<file path="config.mk">
export PLATFORM = sky130hd
export DESIGN_NAME = i2c_master_register_access_flat
export DESIGN_NICKNAME = d
export VERILOG_FILES = /design/src/design/i2cm_pkg.sv /design/src/design/i2cm_if.sv /design/src/design/i2cm_front.sv /design/src/design/i2cm_back.sv /design/src/design/i2c_master_register_access.sv /design/src/flat_wrapper.sv
export SDC_FILE = /design/constraint.sdc
export NUM_CORES = 1
export LEC_CHECK = 0
export BUFFER_PORTS_ARGS = -buffer_cell sky130_fd_sc_hd__buf_2
export CORE_UTILIZATION = 45
export DETAILED_ROUTE_END_ITERATION = 8
export GPL_TIMING_DRIVEN = 0
export PLACE_DENSITY_LB_ADDON = 0.15
export REMOVE_ABC_BUFFERS = 1
export SYNTH_ARGS = -nofsm -noshare
export SYNTH_HDL_FRONTEND = slang
export SYNTH_SLANG_ARGS = --single-unit
</file>
<file path="constraint.sdc">
create_clock -name clk_i -period 4.7 [get_ports clk_i]
set_clock_uncertainty 0.1 [all_clocks]
set_input_delay 0.94 -clock clk_i [delete_from_list [all_inputs] [get_ports clk_i]]
set_output_delay 0.94 -clock clk_i [all_outputs]
set_load 0.01 [all_outputs]
</file>
<file path="src/design/i2cm_pkg.sv">
// i2cm_pkg: shared types, codes and widths for the i2c register access master
// no dependencies
`timescale 1ns / 1ps
package i2cm_pkg;
  localparam int CntW = 16;
  localparam logic [3:0] RecoveryPulses = 4'd9;

  typedef enum logic [2:0] {
    ACT_TICK = 3'd0, ACT_READ = 3'd1, ACT_WRITE = 3'd2, ACT_PROBE = 3'd3, ACT_RECOVER = 3'd4,
    ACT_RSV5 = 3'd5, ACT_RSV6 = 3'd6, ACT_RSV7 = 3'd7
  } action_e;

  typedef enum logic [2:0] {
    REG_HIGH = 3'd0, REG_SETUP = 3'd1, REG_HOLD = 3'd2, REG_STST = 3'd3,
    REG_BUF = 3'd4, REG_TIMEOUT = 3'd5, REG_RECOV = 3'd6
  } reg_idx_e;

  typedef enum logic [2:0] {
    ST_OK = 3'd0, ST_NACK = 3'd1, ST_BUS = 3'd2, ST_BUSY = 3'd3, ST_STUCK = 3'd4
  } status_e;

  typedef struct packed {
    logic [2:0] action;
    logic [6:0] slave_address;
    logic [7:0] register_address;
    logic [7:0] byte_count;
    logic [7:0] write_data;
    logic       scl_in;
    logic       sda_in;
  } req_t;

  typedef struct packed {
    logic       scl_low;
    logic       sda_low;
    logic [7:0] read_data;
    logic       read_valid;
    logic       byte_request;
    logic       busy_res;
    logic       done_res;
    logic [2:0] status;
  } res_t;

  typedef struct packed {
    logic [15:0] high_t;
    logic [15:0] setup_t;
    logic [15:0] hold_t;
    logic [15:0] stst_t;
    logic [15:0] buf_t;
    logic [15:0] tmo_t;
    logic [15:0] rec_t;
  } timing_t;

  localparam int QDepth = 2;
endpackage

</file>
<file path="src/design/i2cm_if.sv">
// i2cm_req_if / i2cm_res_if: valid/ready channels for requests and results
// depends on i2cm_pkg
`timescale 1ns / 1ps
interface i2cm_req_if;
  logic valid;
  logic ready;
  i2cm_pkg::req_t data;
  modport source (output valid, output data, input ready);
  modport sink (input valid, input data, output ready);
endinterface

interface i2cm_res_if;
  logic valid;
  logic ready;
  i2cm_pkg::res_t data;
  modport source (output valid, output data, input ready);
  modport sink (input valid, input data, output ready);
endinterface

</file>
<file path="src/design/i2cm_front.sv">
// i2cm_front: accepts requests, holds config, classifies actions into a queue
// depends on i2cm_pkg
`timescale 1ns / 1ps
module i2cm_front (
  input  logic                  clk_i,
  input  logic                  rst_ni,
  input  logic                  in_valid_i,
  output logic                  in_ready_o,
  input  i2cm_pkg::req_t        in_data_i,
  input  logic                  cfg_we_i,
  input  logic [2:0]            cfg_index_i,
  input  logic [15:0]           cfg_wdata_i,
  output i2cm_pkg::timing_t     timing_o,
  output logic                  q_valid_o,
  input  logic                  q_pop_i,
  output i2cm_pkg::req_t        q_data_o
);
  import i2cm_pkg::*;

  timing_t tm_q;
  req_t    mem_q [QDepth];
  logic    wp_q, rp_q;
  logic [1:0] cnt_q;
  logic    push;

  function automatic logic [15:0] lim(input logic [15:0] v);
    return (v == '0) ? 16'd1 : v;
  endfunction

  always_ff @(posedge clk_i or negedge rst_ni) begin
    if (!rst_ni) begin
      tm_q <= '{16'd5, 16'd3, 16'd3, 16'd5, 16'd5, 16'd255, 16'd10};
    end else if (cfg_we_i) begin
      unique case (cfg_index_i)
        REG_HIGH:    tm_q.high_t  <= lim(cfg_wdata_i);
        REG_SETUP:   tm_q.setup_t <= lim(cfg_wdata_i);
        REG_HOLD:    tm_q.hold_t  <= lim(cfg_wdata_i);
        REG_STST:    tm_q.stst_t  <= lim(cfg_wdata_i);
        REG_BUF:     tm_q.buf_t   <= lim(cfg_wdata_i);
        REG_TIMEOUT: tm_q.tmo_t   <= lim(cfg_wdata_i);
        REG_RECOV:   tm_q.rec_t   <= lim(cfg_wdata_i);
        default: ;
      endcase
    end
  end

  assign in_ready_o = (cnt_q != 2'(QDepth)) || q_pop_i;
  assign push = in_valid_i && in_ready_o;

  // unused action codes become plain ticks
  req_t cls;
  always_comb begin
    cls = in_data_i;
    if (in_data_i.action > ACT_RECOVER) cls.action = ACT_TICK;
  end

  always_ff @(posedge clk_i) begin
    if (push) mem_q[wp_q] <= cls;
  end

  always_ff @(posedge clk_i or negedge rst_ni) begin
    if (!rst_ni) begin
      wp_q <= 1'b0; rp_q <= 1'b0; cnt_q <= '0;
    end else begin
      if (push) wp_q <= ~wp_q;
      if (q_pop_i) rp_q <= ~rp_q;
      cnt_q <= cnt_q + 2'(push) - 2'(q_pop_i);
    end
  end

  assign q_valid_o = cnt_q != '0;
  assign q_data_o  = mem_q[rp_q];
  assign timing_o  = tm_q;

  a_cnt: assert property (@(posedge clk_i) disable iff (!rst_ni) cnt_q <= 2'(QDepth))
    else $error("queue overfill");
  a_pop: assert property (@(posedge clk_i) disable iff (!rst_ni) q_pop_i |-> q_valid_o)
    else $error("pop from empty queue");
  a_push: assert property (@(posedge clk_i) disable iff (!rst_ni)
    (push && !q_pop_i) |=> cnt_q == $past(cnt_q) + 2'd1)
    else $error("push lost");
endmodule

</file>
<file path="src/design/i2cm_back.sv">
// i2cm_back: bus sequencer, one tick per queued request, registered result
// depends on i2cm_pkg
`timescale 1ns / 1ps
module i2cm_back (
  input  logic              clk_i,
  input  logic              rst_ni,
  input  i2cm_pkg::timing_t timing_i,
  input  logic              q_valid_i,
  output logic              q_pop_o,
  input  i2cm_pkg::req_t    q_data_i,
  output logic              out_valid_o,
  input  logic              out_ready_i,
  output i2cm_pkg::res_t    out_data_o
);
  import i2cm_pkg::*;

  typedef enum logic [4:0] {
    PH_IDLE, PH_START_WAIT, PH_START_SU, PH_START_HD, PH_START_LOW, PH_BIT_SETUP,
    PH_BIT_RISE, PH_BIT_HIGH, PH_BIT_HOLD, PH_WLOAD, PH_RS_IDLE, PH_RS_SDA_WAIT,
    PH_RS_SU, PH_RS_RISE, PH_RS_SUSTA, PH_STOP_SETUP, PH_STOP_RISE, PH_STOP_SU,
    PH_STOP_BUF, PH_REC_SETTLE, PH_REC_LOW, PH_REC_RISE, PH_REC_HIGH, PH_REC_DROP
  } phase_e;

  typedef enum logic [2:0] {
    SG_SLAW, SG_REG, SG_SLAR, SG_WDATA, SG_RDATA
  } stage_e;

  phase_e ph_q, ph_d;
  stage_e sg_q, sg_d;
  logic [2:0] cmd_q, cmd_d, fs_q, fs_d;
  logic [3:0] bc_q, bc_d, pc_q, pc_d;
  logic [7:0] bl_q, bl_d, sh_q, sh_d, rl_q, rl_d;
  logic [6:0] tl_q, tl_d;
  logic [CntW-1:0] dc_q, dc_d, wc_q, wc_d;
  logic scl_q, scl_d, sda_q, sda_d;
  res_t res_q, res_d;
  logic ov_q;
  logic [15:0] dl;
  logic dexp, wexp, step;
  logic s_done, s_valid, s_req;
  logic [7:0] s_data;
  req_t r;

  assign step    = q_valid_i && (!ov_q || out_ready_i);
  assign q_pop_o = step;
  assign r       = q_data_i;

  always_comb begin
    unique case (ph_q)
      PH_START_SU, PH_RS_SUSTA, PH_STOP_SU:         dl = timing_i.stst_t;
      PH_START_HD, PH_START_LOW, PH_BIT_HOLD, PH_REC_DROP: dl = timing_i.hold_t;
      PH_BIT_HIGH:                                  dl = timing_i.high_t;
      PH_STOP_BUF:                                  dl = timing_i.buf_t;
      PH_REC_SETTLE, PH_REC_LOW, PH_REC_HIGH:       dl = timing_i.rec_t;
      default:                                      dl = timing_i.setup_t;
    endcase
  end
  // compare in one wider bit so the +1 never wraps
  assign dexp = ({1'b0, dc_q} + 17'd1) >= {1'b0, dl};
  assign wexp = ({1'b0, wc_q} + 17'd1) >= {1'b0, timing_i.tmo_t};

  function automatic logic sda_for(input logic [3:0] bc, input stage_e sg,
                                   input logic [7:0] sh, input logic [7:0] bl);
    if (bc < 4'd8) return (sg == SG_RDATA) ? 1'b0 : ~sh[7];
    return (sg == SG_RDATA) ? (bl > 8'd1) : 1'b0;
  endfunction

  always_comb begin
    ph_d = ph_q; sg_d = sg_q; cmd_d = cmd_q; fs_d = fs_q; bc_d = bc_q; pc_d = pc_q;
    bl_d = bl_q; sh_d = sh_q; rl_d = rl_q; tl_d = tl_q; dc_d = dc_q; wc_d = wc_q;
    scl_d = scl_q; sda_d = sda_q;
    s_done = 1'b0; s_valid = 1'b0; s_req = 1'b0; s_data = '0;
    if (!dexp) dc_d = dc_q + 1'b1;
    unique case (ph_q)
      PH_IDLE: begin
        dc_d = dc_q;
        if (r.action == ACT_READ || r.action == ACT_WRITE || r.action == ACT_PROBE) begin
          cmd_d = r.action; tl_d = r.slave_address; rl_d = r.register_address;
          bl_d = r.byte_count; fs_d = ST_OK; sg_d = SG_SLAW;
          sh_d = {r.slave_address, 1'b0}; wc_d = '0;
          ph_d = PH_START_WAIT; scl_d = 0; sda_d = 0; dc_d = '0;
        end else if (r.action == ACT_RECOVER) begin
          cmd_d = r.action; fs_d = ST_OK; pc_d = '0; wc_d = '0;
          ph_d = PH_REC_SETTLE; scl_d = 0; sda_d = 0; dc_d = '0;
        end
      end
      default: ;
    endcase
    // remaining phases use the shared counters
    if (ph_q != PH_IDLE) begin
      logic tnext;
      tnext = 1'b0;
      unique case (ph_q)
        PH_START_WAIT: begin
          dc_d = dc_q;
          if (r.scl_in && r.sda_in) begin ph_d = PH_START_SU; dc_d = '0; end
          else if (wexp) begin fs_d = ST_BUSY; s_done = 1; ph_d = PH_IDLE; scl_d = 0;
            sda_d = 0; dc_d = '0; end
          else wc_d = wc_q + 1'b1;
        end
        PH_START_SU: if (dexp) begin ph_d = PH_START_HD; sda_d = 1; dc_d = '0; end
        PH_START_HD: if (dexp) begin ph_d = PH_START_LOW; scl_d = 1; sda_d = 1; dc_d = '0; end
        PH_START_LOW: if (dexp) begin
          bc_d = '0; ph_d = PH_BIT_SETUP; scl_d = 1; sda_d = sda_for(4'd0, sg_q, sh_q, bl_q);
          dc_d = '0;
        end
        PH_BIT_SETUP: if (dexp) begin wc_d = '0; ph_d = PH_BIT_RISE; scl_d = 0; dc_d = '0; end
        PH_BIT_RISE: begin
          dc_d = dc_q;
          if (r.scl_in) begin ph_d = PH_BIT_HIGH; dc_d = '0; end
          else if (wexp) begin
            if ((bc_q < 4'd8) == (sg_q == SG_RDATA)) begin
              fs_d = ST_BUS; ph_d = PH_STOP_SETUP; scl_d = 1; sda_d = 1; dc_d = '0;
            end else begin
              fs_d = ST_BUS; s_done = 1; ph_d = PH_IDLE; scl_d = 0; sda_d = 0; dc_d = '0;
            end
          end else wc_d = wc_q + 1'b1;
        end
        PH_BIT_HIGH: if (dexp) begin
          if (bc_q < 4'd8) begin
            sh_d = {sh_q[6:0], r.sda_in};
            if (sg_q == SG_RDATA && bc_q == 4'd7) begin s_valid = 1; s_data = sh_d; end
          end else if (sg_q != SG_RDATA) sh_d = {7'd0, r.sda_in};
          ph_d = PH_BIT_HOLD; scl_d = 1; dc_d = '0;
        end
        PH_BIT_HOLD: if (dexp) begin
          dc_d = '0;
          if (bc_q < 4'd8) begin
            bc_d = bc_q + 1'b1; ph_d = PH_BIT_SETUP; scl_d = 1;
            sda_d = sda_for(bc_d, sg_q, sh_q, bl_q);
          end else if (sg_q == SG_RDATA) begin
            bl_d = (bl_q != 0) ? bl_q - 1'b1 : bl_q;
            if (bl_d == 0) begin ph_d = PH_STOP_SETUP; scl_d = 1; sda_d = 1; end
            else tnext = 1'b1;
          end else if (sh_q[0]) begin
            fs_d = ST_NACK; ph_d = PH_STOP_SETUP; scl_d = 1; sda_d = 1;
          end else begin
            unique case (sg_q)
              SG_SLAW: if (cmd_q == ACT_PROBE) begin
                  ph_d = PH_STOP_SETUP; scl_d = 1; sda_d = 1;
                end else begin
                  sg_d = SG_REG; sh_d = rl_q; bc_d = '0; ph_d = PH_BIT_SETUP; scl_d = 1;
                  sda_d = ~rl_q[7];
                end
              SG_REG: if (cmd_q == ACT_READ) begin
                  wc_d = '0; ph_d = PH_RS_IDLE; scl_d = 1; sda_d = 0;
                end else if (bl_q == 0) begin
                  ph_d = PH_STOP_SETUP; scl_d = 1; sda_d = 1;
                end else begin s_req = 1; ph_d = PH_WLOAD; scl_d = 1; sda_d = 0; end
              SG_SLAR: if (bl_q == 0) begin ph_d = PH_STOP_SETUP; scl_d = 1; sda_d = 1; end
                else tnext = 1'b1;
              default: begin
                bl_d = (bl_q != 0) ? bl_q - 1'b1 : bl_q;
                if (bl_d == 0) begin ph_d = PH_STOP_SETUP; scl_d = 1; sda_d = 1; end
                else begin s_req = 1; ph_d = PH_WLOAD; scl_d = 1; sda_d = 0; end
              end
            endcase
          end
          if (tnext) begin
            sg_d = SG_RDATA; sh_d = '0; bc_d = '0; ph_d = PH_BIT_SETUP; scl_d = 1; sda_d = 0;
          end
        end
        PH_WLOAD: begin
          sg_d = SG_WDATA; sh_d = r.write_data; bc_d = '0; ph_d = PH_BIT_SETUP;
          scl_d = 1; sda_d = ~r.write_data[7]; dc_d = '0;
        end
        PH_RS_IDLE: if (dexp) begin ph_d = PH_RS_SDA_WAIT; scl_d = 1; sda_d = 0; dc_d = '0; end
        PH_RS_SDA_WAIT: begin
          dc_d = dc_q;
          if (r.sda_in) begin ph_d = PH_RS_SU; dc_d = '0; end
          else if (wexp) begin fs_d = ST_BUS; s_done = 1; ph_d = PH_IDLE; scl_d = 0;
            sda_d = 0; dc_d = '0; end
          else wc_d = wc_q + 1'b1;
        end
        PH_RS_SU: if (dexp) begin ph_d = PH_RS_RISE; scl_d = 0; sda_d = 0; dc_d = '0; end
        PH_RS_RISE: begin
          dc_d = dc_q;
          if (r.scl_in) begin ph_d = PH_RS_SUSTA; dc_d = '0; end
          else if (wexp) begin fs_d = ST_BUS; s_done = 1; ph_d = PH_IDLE; scl_d = 0;
            sda_d = 0; dc_d = '0; end
          else wc_d = wc_q + 1'b1;
        end
        PH_RS_SUSTA: if (dexp) begin
          sg_d = SG_SLAR; sh_d = {tl_q, 1'b1}; ph_d = PH_START_HD; scl_d = 0; sda_d = 1;
          dc_d = '0;
        end
        PH_STOP_SETUP: if (dexp) begin wc_d = '0; ph_d = PH_STOP_RISE; scl_d = 0; dc_d = '0; end
        PH_STOP_RISE: begin
          dc_d = dc_q;
          if (r.scl_in) begin ph_d = PH_STOP_SU; dc_d = '0; end
          else if (wexp) begin fs_d = ST_BUS; ph_d = PH_STOP_SU; dc_d = '0; end
          else wc_d = wc_q + 1'b1;
        end
        PH_STOP_SU: if (dexp) begin ph_d = PH_STOP_BUF; sda_d = 0; dc_d = '0; end
        PH_STOP_BUF: if (dexp) begin s_done = 1; ph_d = PH_IDLE; scl_d = 0; sda_d = 0;
          dc_d = '0; end
        PH_REC_SETTLE: if (dexp) begin
          dc_d = '0;
          if (r.scl_in && r.sda_in) begin fs_d = ST_OK; s_done = 1; ph_d = PH_IDLE; end
          else if (!r.sda_in) begin ph_d = PH_REC_LOW; scl_d = 1; end
          else begin fs_d = ST_BUS; s_done = 1; ph_d = PH_IDLE; end
        end
        PH_REC_LOW: if (dexp) begin ph_d = PH_REC_RISE; scl_d = 0; dc_d = '0; end
        PH_REC_RISE: begin
          dc_d = dc_q;
          if (r.scl_in) begin ph_d = PH_REC_HIGH; dc_d = '0; end
          else if (wexp) begin fs_d = ST_BUS; s_done = 1; ph_d = PH_IDLE; scl_d = 0;
            dc_d = '0; end
          else wc_d = wc_q + 1'b1;
        end
        PH_REC_HIGH: if (dexp) begin
          dc_d = '0;
          if (r.sda_in) begin fs_d = ST_OK; ph_d = PH_REC_DROP; scl_d = 1; end
          else begin
            pc_d = pc_q + 1'b1;
            if (pc_d >= RecoveryPulses) begin fs_d = ST_STUCK; s_done = 1; ph_d = PH_IDLE;
              scl_d = 0; end
            else begin ph_d = PH_REC_LOW; scl_d = 1; end
          end
        end
        PH_REC_DROP: if (dexp) begin ph_d = PH_STOP_SETUP; scl_d = 1; sda_d = 1; dc_d = '0; end
        default: begin ph_d = PH_IDLE; scl_d = 0; sda_d = 0; dc_d = '0; end
      endcase
    end
    res_d.scl_low = scl_d; res_d.sda_low = sda_d; res_d.read_data = s_data;
    res_d.read_valid = s_valid; res_d.byte_request = s_req;
    res_d.busy_res = ph_d != PH_IDLE; res_d.done_res = s_done;
    res_d.status = s_done ? fs_d : 3'd0;
  end

  always_ff @(posedge clk_i or negedge rst_ni) begin
    if (!rst_ni) begin
      ph_q <= PH_IDLE; sg_q <= SG_SLAW; cmd_q <= '0; fs_q <= '0; bc_q <= '0; pc_q <= '0;
      bl_q <= '0; sh_q <= '0; rl_q <= '0; tl_q <= '0; dc_q <= '0; wc_q <= '0;
      scl_q <= 1'b0; sda_q <= 1'b0; ov_q <= 1'b0; res_q <= '0;
    end else begin
      if (step) begin
        ph_q <= ph_d; sg_q <= sg_d; cmd_q <= cmd_d; fs_q <= fs_d; bc_q <= bc_d; pc_q <= pc_d;
        bl_q <= bl_d; sh_q <= sh_d; rl_q <= rl_d; tl_q <= tl_d; dc_q <= dc_d; wc_q <= wc_d;
        scl_q <= scl_d; sda_q <= sda_d; res_q <= res_d;
      end
      if (step) ov_q <= 1'b1;
      else if (out_ready_i) ov_q <= 1'b0;
    end
  end

  assign out_valid_o = ov_q;
  assign out_data_o  = res_q;

  a_done_idle: assert property (@(posedge clk_i) disable iff (!rst_ni)
    (ov_q && res_q.done_res) |-> !res_q.busy_res) else $error("done while busy");
  a_hold: assert property (@(posedge clk_i) disable iff (!rst_ni)
    (ov_q && !out_ready_i) |=> $stable(res_q)) else $error("result changed under stall");
  a_rv: assert property (@(posedge clk_i) disable iff (!rst_ni)
    (ov_q && res_q.read_valid) |-> res_q.busy_res) else $error("read byte outside command");
endmodule

</file>
<file path="src/design/i2c_master_register_access.sv">
// i2c_master_register_access: top level, front queue plus bus sequencer
// depends on i2cm_pkg, i2cm_if, i2cm_front, i2cm_back
//
// channel | dir | payload
// in      | in  | action, addresses, byte_count, write_data, scl_in, sda_in
// out     | out | scl_low, sda_low, read_data, read_valid, byte_request, busy, done, status
// cfg     | in  | cfg_we_i, cfg_index_i, cfg_wdata_i (7 timing registers)
//
// one request per cycle unless the output stalls; each is one bus tick with one result
// requests go through a two-entry queue, results through one output register
// requests pass a queue entry, then the output register; a stalled output fills the queue
// reset: idle, lines released, timing registers at defaults
`timescale 1ns / 1ps
module i2c_master_register_access (
  input  logic        clk_i,
  input  logic        rst_ni,
  i2cm_req_if.sink    in_if,
  i2cm_res_if.source  out_if,
  input  logic        cfg_we_i,
  input  logic [2:0]  cfg_index_i,
  input  logic [15:0] cfg_wdata_i
);
  import i2cm_pkg::*;

  timing_t tm;
  logic q_valid, q_pop;
  req_t q_data;

  i2cm_front u_front (
    .clk_i, .rst_ni,
    .in_valid_i(in_if.valid), .in_ready_o(in_if.ready), .in_data_i(in_if.data),
    .cfg_we_i, .cfg_index_i, .cfg_wdata_i,
    .timing_o(tm), .q_valid_o(q_valid), .q_pop_i(q_pop), .q_data_o(q_data)
  );

  i2cm_back u_back (
    .clk_i, .rst_ni, .timing_i(tm),
    .q_valid_i(q_valid), .q_pop_o(q_pop), .q_data_i(q_data),
    .out_valid_o(out_if.valid), .out_ready_i(out_if.ready), .out_data_o(out_if.data)
  );
endmodule

</file>
<file path="src/flat_wrapper.sv">
// flat-port wrapper written by rule: the top's interface ports become plain ports
module i2c_master_register_access_flat import i2cm_pkg::*;
  (clk_i, rst_ni, cfg_we_i, cfg_index_i, cfg_wdata_i, in_if_valid, in_if_data, in_if_ready, out_if_valid, out_if_data, out_if_ready);
  i2cm_req_if in_if_i ();
  i2cm_res_if out_if_i ();
  input  logic clk_i;
  input  logic rst_ni;
  input  logic cfg_we_i;
  input  logic [2:0] cfg_index_i;
  input  logic [15:0] cfg_wdata_i;
  input wire logic [$bits(in_if_i.valid)-1:0] in_if_valid;
  input wire logic [$bits(in_if_i.data)-1:0] in_if_data;
  output wire logic [$bits(in_if_i.ready)-1:0] in_if_ready;
  output wire logic [$bits(out_if_i.valid)-1:0] out_if_valid;
  output wire logic [$bits(out_if_i.data)-1:0] out_if_data;
  input wire logic [$bits(out_if_i.ready)-1:0] out_if_ready;
  assign in_if_i.valid = in_if_valid;
  assign in_if_i.data = in_if_data;
  assign in_if_ready = in_if_i.ready;
  assign out_if_valid = out_if_i.valid;
  assign out_if_data = out_if_i.data;
  assign out_if_i.ready = out_if_ready;
  i2c_master_register_access u_core (.clk_i(clk_i), .rst_ni(rst_ni), .in_if(in_if_i), .out_if(out_if_i), .cfg_we_i(cfg_we_i), .cfg_index_i(cfg_index_i), .cfg_wdata_i(cfg_wdata_i));
endmodule
</file>
======== Word level (Yosys, flattened, before mapping) ========
Memories as Yosys holds them, arrays and structs flattened.
Cells that the tools add are included.
storage, ports and cells
  bits in registers ....................... 219
  bits in writable memories ............... 72
  output and inout bits ................... 19
  word-level logic and storage cells ...... 414
  memories kept ........................... 1
memories
  memory                words  bits a word  read ports  clocked after memory_dff  write ports  line              source
  u_core.u_front.mem_q  2      36           1           0                         1            i2cm_front.sv:21  req_t mem_q [QDepth];
cells by class
  add/sub/neg operators ................... 9
  order comparisons ....................... 7
  equal/unequal tests ..................... 48
  mux-type cells .......................... 265
  bitwise operators ....................... 5
  reductions and logical operators ........ 48
operators with widths
  kind                                                  count
  2-to-1 mux 16 bit                                     26
  2-to-1 mux 8 bit                                      29
  2-to-1 mux 5 bit                                      38
  one-hot mux 16 bit (5 select lines)                   2
  2-to-1 mux 3 bit                                      37
  one-hot mux 5 bit (22 select lines)                   1
  2-to-1 mux 1 bit                                      104
  2-to-1 mux 4 bit                                      17
  one-hot mux 16 bit (4 select lines)                   1
  equality test 5 x 4 -> 1 bit (second input constant)  8
  equality test 5 bit (second input constant)           8
  adder 16 x 1 -> 17 bit (second input constant)        2
  >= comparator 17 x 16 -> 1 bit                        2
  adder 16 x 1 -> 16 bit (second input constant)        2
  one-hot mux 8 bit (4 select lines)                    1
  equality test 5 x 3 -> 1 bit (second input constant)  4
  equality test 3 x 2 -> 1 bit (second input constant)  6
  one-hot mux 3 bit (6 select lines)                    1
  zero test 16 bit                                      1
  zero test 8 bit                                       2
  inequality test 4 bit (second input constant)         4
  OR reduction 16 bit                                   1
  OR reduction 4 bit                                    4
  equality test 3 bit (second input constant)           5
  41 further kinds                                      76

======== Depth between registers and ports, before layout ========
An unclocked memory read counts as a cell.
  depth in word-level cells ............... 16
  mapped depth ............................ 23

======== By module ========
Synthesis repeated with hierarchy kept, for this count alone.
second synthesis, totals
  cells, all modules ...................... 1579
  area total of the unflattened synthesis .. 16229.3 um^2
modules (own cells, without submodules)
  module      times used  cells each  area an instance (um^2)  seq. area each (um^2)
  i2cm_back   1           1191        9083.7                   2577.5
  i2cm_front  1           388         7145.6                   5089.9

======== Least setup slack after synthesis ========
No wires, ideal clock.
  path type ............................... reg-to-reg
  from .................................... register u_core.u_back.ph_q[4]
  to ...................................... register u_core.u_back.res_q (netlist bit u_core.u_back.out_data_o[4])
  library setup time ...................... 0.126 ns
  data arrival time ....................... 4.687 ns
  data required time ...................... 4.474 ns
  slack ................................... -0.213 ns
  stages on the path, launching flop included .. 19
  buffers on the path ..................... 6
  path through ............................ dfrtp_1 > clkbuf_1 > clkbuf_1 > buf_1 > nor2_1 > a31oi_1 > buf_2 > mux2i_1 > ha_1 > a21oi_1 > o21ai_1 > a2111oi_1 > o211a_1 > clkbuf_2 > buf_2 > o32ai_1 > a311oi_1 > nand4b_1 > o32a_1
between the ends
  word-level cells in the longest chain between the ends .. 13
  elaborated cells on any way between the ends .. 68
  classes of those cells .................. order compare: 1; eq/ne: 23; mux: 37; reduce/logical: 7
ends and longest elaborated chain
  item                                                                     line              source
  start, declared                                                          i2cm_back.sv:28   phase_e ph_q, ph_d;
  start signal, assigned                                                   i2cm_back.sv:233  ph_q <= PH_IDLE; sg_q <= SG_SLAW; cmd_q <= '0; fs_q <= '0; bc_q <= '0; pc_q <= '0;
  start signal, assigned                                                   i2cm_back.sv:238  ph_q <= ph_d; sg_q <= sg_d; cmd_q <= cmd_d; fs_q <= fs_d; bc_q <= bc_d; pc_q <= pc_d;
  branches (longest 11 deep; another with >= comparator 17 x 16 -> 1 bit)  --
  2-to-1 mux 5 bit (*)                                                     i2cm_back.sv:90   if (ph_q != PH_IDLE) begin
  nonzero test 5 bit (*)                                                   i2cm_back.sv:227  res_d.busy_res = ph_d != PH_IDLE; res_d.done_res = s_done;
  end signal, assigned                                                     i2cm_back.sv:235  scl_q <= 1'b0; sda_q <= 1'b0; ov_q <= 1'b0; res_q <= '0;
  end signal, assigned                                                     i2cm_back.sv:240  scl_q <= scl_d; sda_q <= sda_d; res_q <= res_d;
  end, declared                                                            i2cm_back.sv:36   res_t res_q, res_d;
Every way passes the cells marked *.
A chain may end at the register's enable or synchronous reset.

======== Final worst setup path ========
  from .................................... register u_core.u_back.ph_q[1]
  to ...................................... register u_core.u_back.res_q (netlist bit u_core.u_back.out_data_o[4])
The elaborated chain is that of the path after synthesis.

==> impl_metrics.csv <==
group,metric,value,unit
yosys,synth_cells,1603,
critical_path,crit_buf_inv,5,
yosys,synthTopCellsByCount,"dfrtp_1, nand2_1, mux2_2",
die,die_height,193,um
routing,via_count,13800,
critical_path,ff2ff_setup_slack,50,ps
sta,setup_slack,52.4,ps
die,rows,69,
critical_path,endpoint_kind,"flip-flop",
yosys,synth_area_leader_cell,"dfrtp_1",
yosys,syn_area,16500,um^2
sta,finalHoldViolations,0,
sta,period_share,0.989,
yosys,syn_avg_cell_area,10.3,um^2
die,die_x,193,um
run_status,outcome,"complete, but fails checks",
routing,top_layer_used,"met4",
cells_and_area,area_delta_synth_final,19.4,%
power,p_leak,8.28,nW
sta,final-setup-viol-count,0,
critical_path,path_delay_family,"compound AO/OA/AOI/OAI gates",
yosys,synth_area_leaders,"dfrtp_1, edfxtp_1, mux2_2",
yosys,yosys.cell_types.count,99,
routing,ant_nets,0,
yosys,yosys_warnings,0,
yosys,synth_flop_cell,"dfrtp_1",
grt,grt_max_degree,98,
routing,drt-total-wl,48.2,mm
critical_path,cpPeakStageDelay,530,ps
cts,numClockSinks,291,
yosys,synth_edf_count,72,
die,pin_count,79,
grt,overflow,0,
grt,grt_usage,0.253,
cells_and_area,nets,1814,
sta,slew_viol_final,0,
power,ir_worst_vdd,318,uV
grt,grt_pass1_wl,75.4,mm
yosys,yosysSeqAreaShare,0.466,
placement,gp_congestion,0.910,
routing,drt-initial-drc-count,1380,
run_status,violations,"DRC",
routing,drc_errors,5,
yosys,synth_top_area_frac,0.303,
cts,cts_buffers,35,
critical_path,path_cells,"buf_4 > nor2_4 > nand3_4 > o21ai_4 > buf_12 > nand2_1 > nand3_1 > mux2i_2 > ha_1 > nand4_1 > o41ai_2 > a31oi_4 > o211a_4 > buf_4 > buf_4 > buf_4 > a32oi_1 > o31a_1 > o211ai_1 > o32a_1",
die,core_area,35700,um^2
die,initial_core_util,0.461,
job,cap_violations,0,
yosys,synthArstFlopShare,0.753,
routing,viasPerCell,6.27,
sta,rsz0062_at_grt,"yes",
critical_path,crit_type,"reg2reg",
routing,wl_met1,20.5,mm
grt,first_global_vias,13200,
placement,dp_hpwl,30.5,mm
critical_path,critPathLaunchType,"flip-flop",
critical_path,cp_max_fo,15,
critical_path,cpMostUsedCell,"buf_4",
cts,clockBufferDepth,3,
routing,wl_met2,22.5,mm
cts,clock_latency,540,ps
cts,cts_tree,"yes",
routing,firstDrtPassIters,9,
cts,cts-root-buf,"clkbuf_16",
cts,cts_hold_buffers,0,
placement,portBuffers,78,
critical_path,cp_slowest_cell,"dfrtp_4",
placement,pre_cts_ws,-3160,ps
cts,clk_pin_slew,50,ps
cts,htree_levels,2,
sta,worstMarginPinSlew,1260,ps
die,die_area,37400,um^2
power,total_power,0.0122,W
hold_path,hold_path.class,"in2async",
critical_path,worstPathRequired,5000,ps
grt,antenna_found_initial,0,
sta,tns,0,ps
sta,fmax,0.215,GHz
power,p_per_area,620,nW/um^2
routing,route.detailed.wl_per_inst,21.9,um
sta,fin_crit,4650,ps
sta,slew_headroom,0.133,
routing,wl_met3,3.45,mm
cells_and_area,final_layout_size_suffix_gt1_frac,0.284,
cells_and_area,diodes,0,
yosys,yosysMostFrequentCell,"dfrtp_1",
yosys,ys_seq_elements,291,
critical_path,arrival,4940,ps
## cells in the final DEF (no fill, tap or decap), types with 10 or more instances in the layout
cell / n
buf_4: 58
nand3_1: 61
dfrtp_1: 193
mux2i_1: 41
o22ai_1: 18
o21ai_0: 88
xnor2_1: 22
a222oi_1: 17
and3_1: 10
mux2_2: 139
a31oi_1: 13
nor2b_1: 13
edfxtp_1: 72
a21o_1: 11
nor3_1: 25
nand4_1: 19
dfstp_2: 20
a211oi_1: 12
o21ai_1: 14
a22o_1: 25
buf_2: 78
inv_1: 44
a21oi_1: 94
ha_1: 43
buf_6: 10
xor2_1: 12
nand2_1: 143
clkbuf_16: 36
nor2_1: 93
## area by class of cell
class,instances,area [um^2]
timing repair buffer,164,1290
multi-input combinational,1170,8750
clock inverter,18,188
fill,3180,16100
clock buffer,46,978
inverter,49,194
tap,461,577
sequential,291,7690
## state kept, by name, summed over array words and instances (netlist names)
name and cells:
u_core.u_back.tl_q 7, u_core.u_front.cnt_q 2, u_core.u_front.mem_q 72, u_core.u_back.bc_q 4
u_core.u_front.rp_q 1, u_core.u_back.ph_q 5, u_core.u_back.wc_q 16, u_core.u_back.sh_q 8
u_core.u_back.sg_q 3, u_core.u_back.cmd_q 3, u_core.u_back.fs_q 3, u_core.u_back.pc_q 4
u_core.u_back.bl_q 8, u_core.u_back.out_valid_o 1, u_core.u_back.dc_q 16, u_core.u_front.wp_q 1
u_core.u_back.out_data_o 17, u_core.u_front.timing_o 112, u_core.u_back.rl_q 8
## per-layer routing
metal	global-route usage	up-vias
met1	0.337	6735
met4	0.0987	0
met2	0.410	633
met5	0	-
met3	0.0443	141
li1	-	6273
## what timing repair did
action / 4_1_cts / 5_1_grt
pin swaps: 10 / 21
resized for setup: 50 / 48
endpoints found under the setup margin: 84 / 46
gates cloned: 3 / 1
setup buffers: 42 / 26
## through the flow
stage / util / hold WS [ps] / cells / instance area [um^2]
finish: 0.550 / 196 / 2199 / 19700
global route: 0.550 / 215 / 2199 / 19700
CTS: 0.537 / 202 / 2172 / 19200
detailed placement: 0.487 / 365 / 2063 / 17400
global placement: 0.476 / 358 / 2046 / 17000
floorplan: - / 349 / 1507 / 16000
## logic make-up after synthesis
family | count (synthesis) | share of synthesized area
flops | 291 | 0.466
fa+ha+maj | 43 | 0.0327
mux | 187 | 0.125
xor+xnor | 35 | 0.0186
buf+inv | 145 | 0.0364
simple gates | 470 | 0.141
compound gates | 432 | 0.181
## final timing paths
check	startpoint	to	cells after the start
setup / recovery	u_core.u_back.ph_q[1]	u_core.u_back.out_data_o[4]	20
setup reg to reg	u_core.u_back.ph_q[1]	u_core.u_back.out_data_o[4]	20
max in group asynchronous	rst_ni	u_core.u_front.timing_o[81]	3
min in group clk_i	u_core.u_back.out_data_o[6]	u_core.u_back.out_data_o[6]	1
hold reg to reg	u_core.u_back.out_data_o[6]	u_core.u_back.out_data_o[6]	1
hold / removal	rst_ni	u_core.u_back.wc_q[2]	1
## power breakdown
group | internal [W] | switching [W] | total [W]
registers | 0.00323 | 0.000532 | 0.00376
clock network | 0.00164 | 0.00108 | 0.00272
logic | 0.00228 | 0.00342 | 0.00571
total | 0.00716 | 0.00503 | 0.0122
Power figures use the tool's default switching activity.
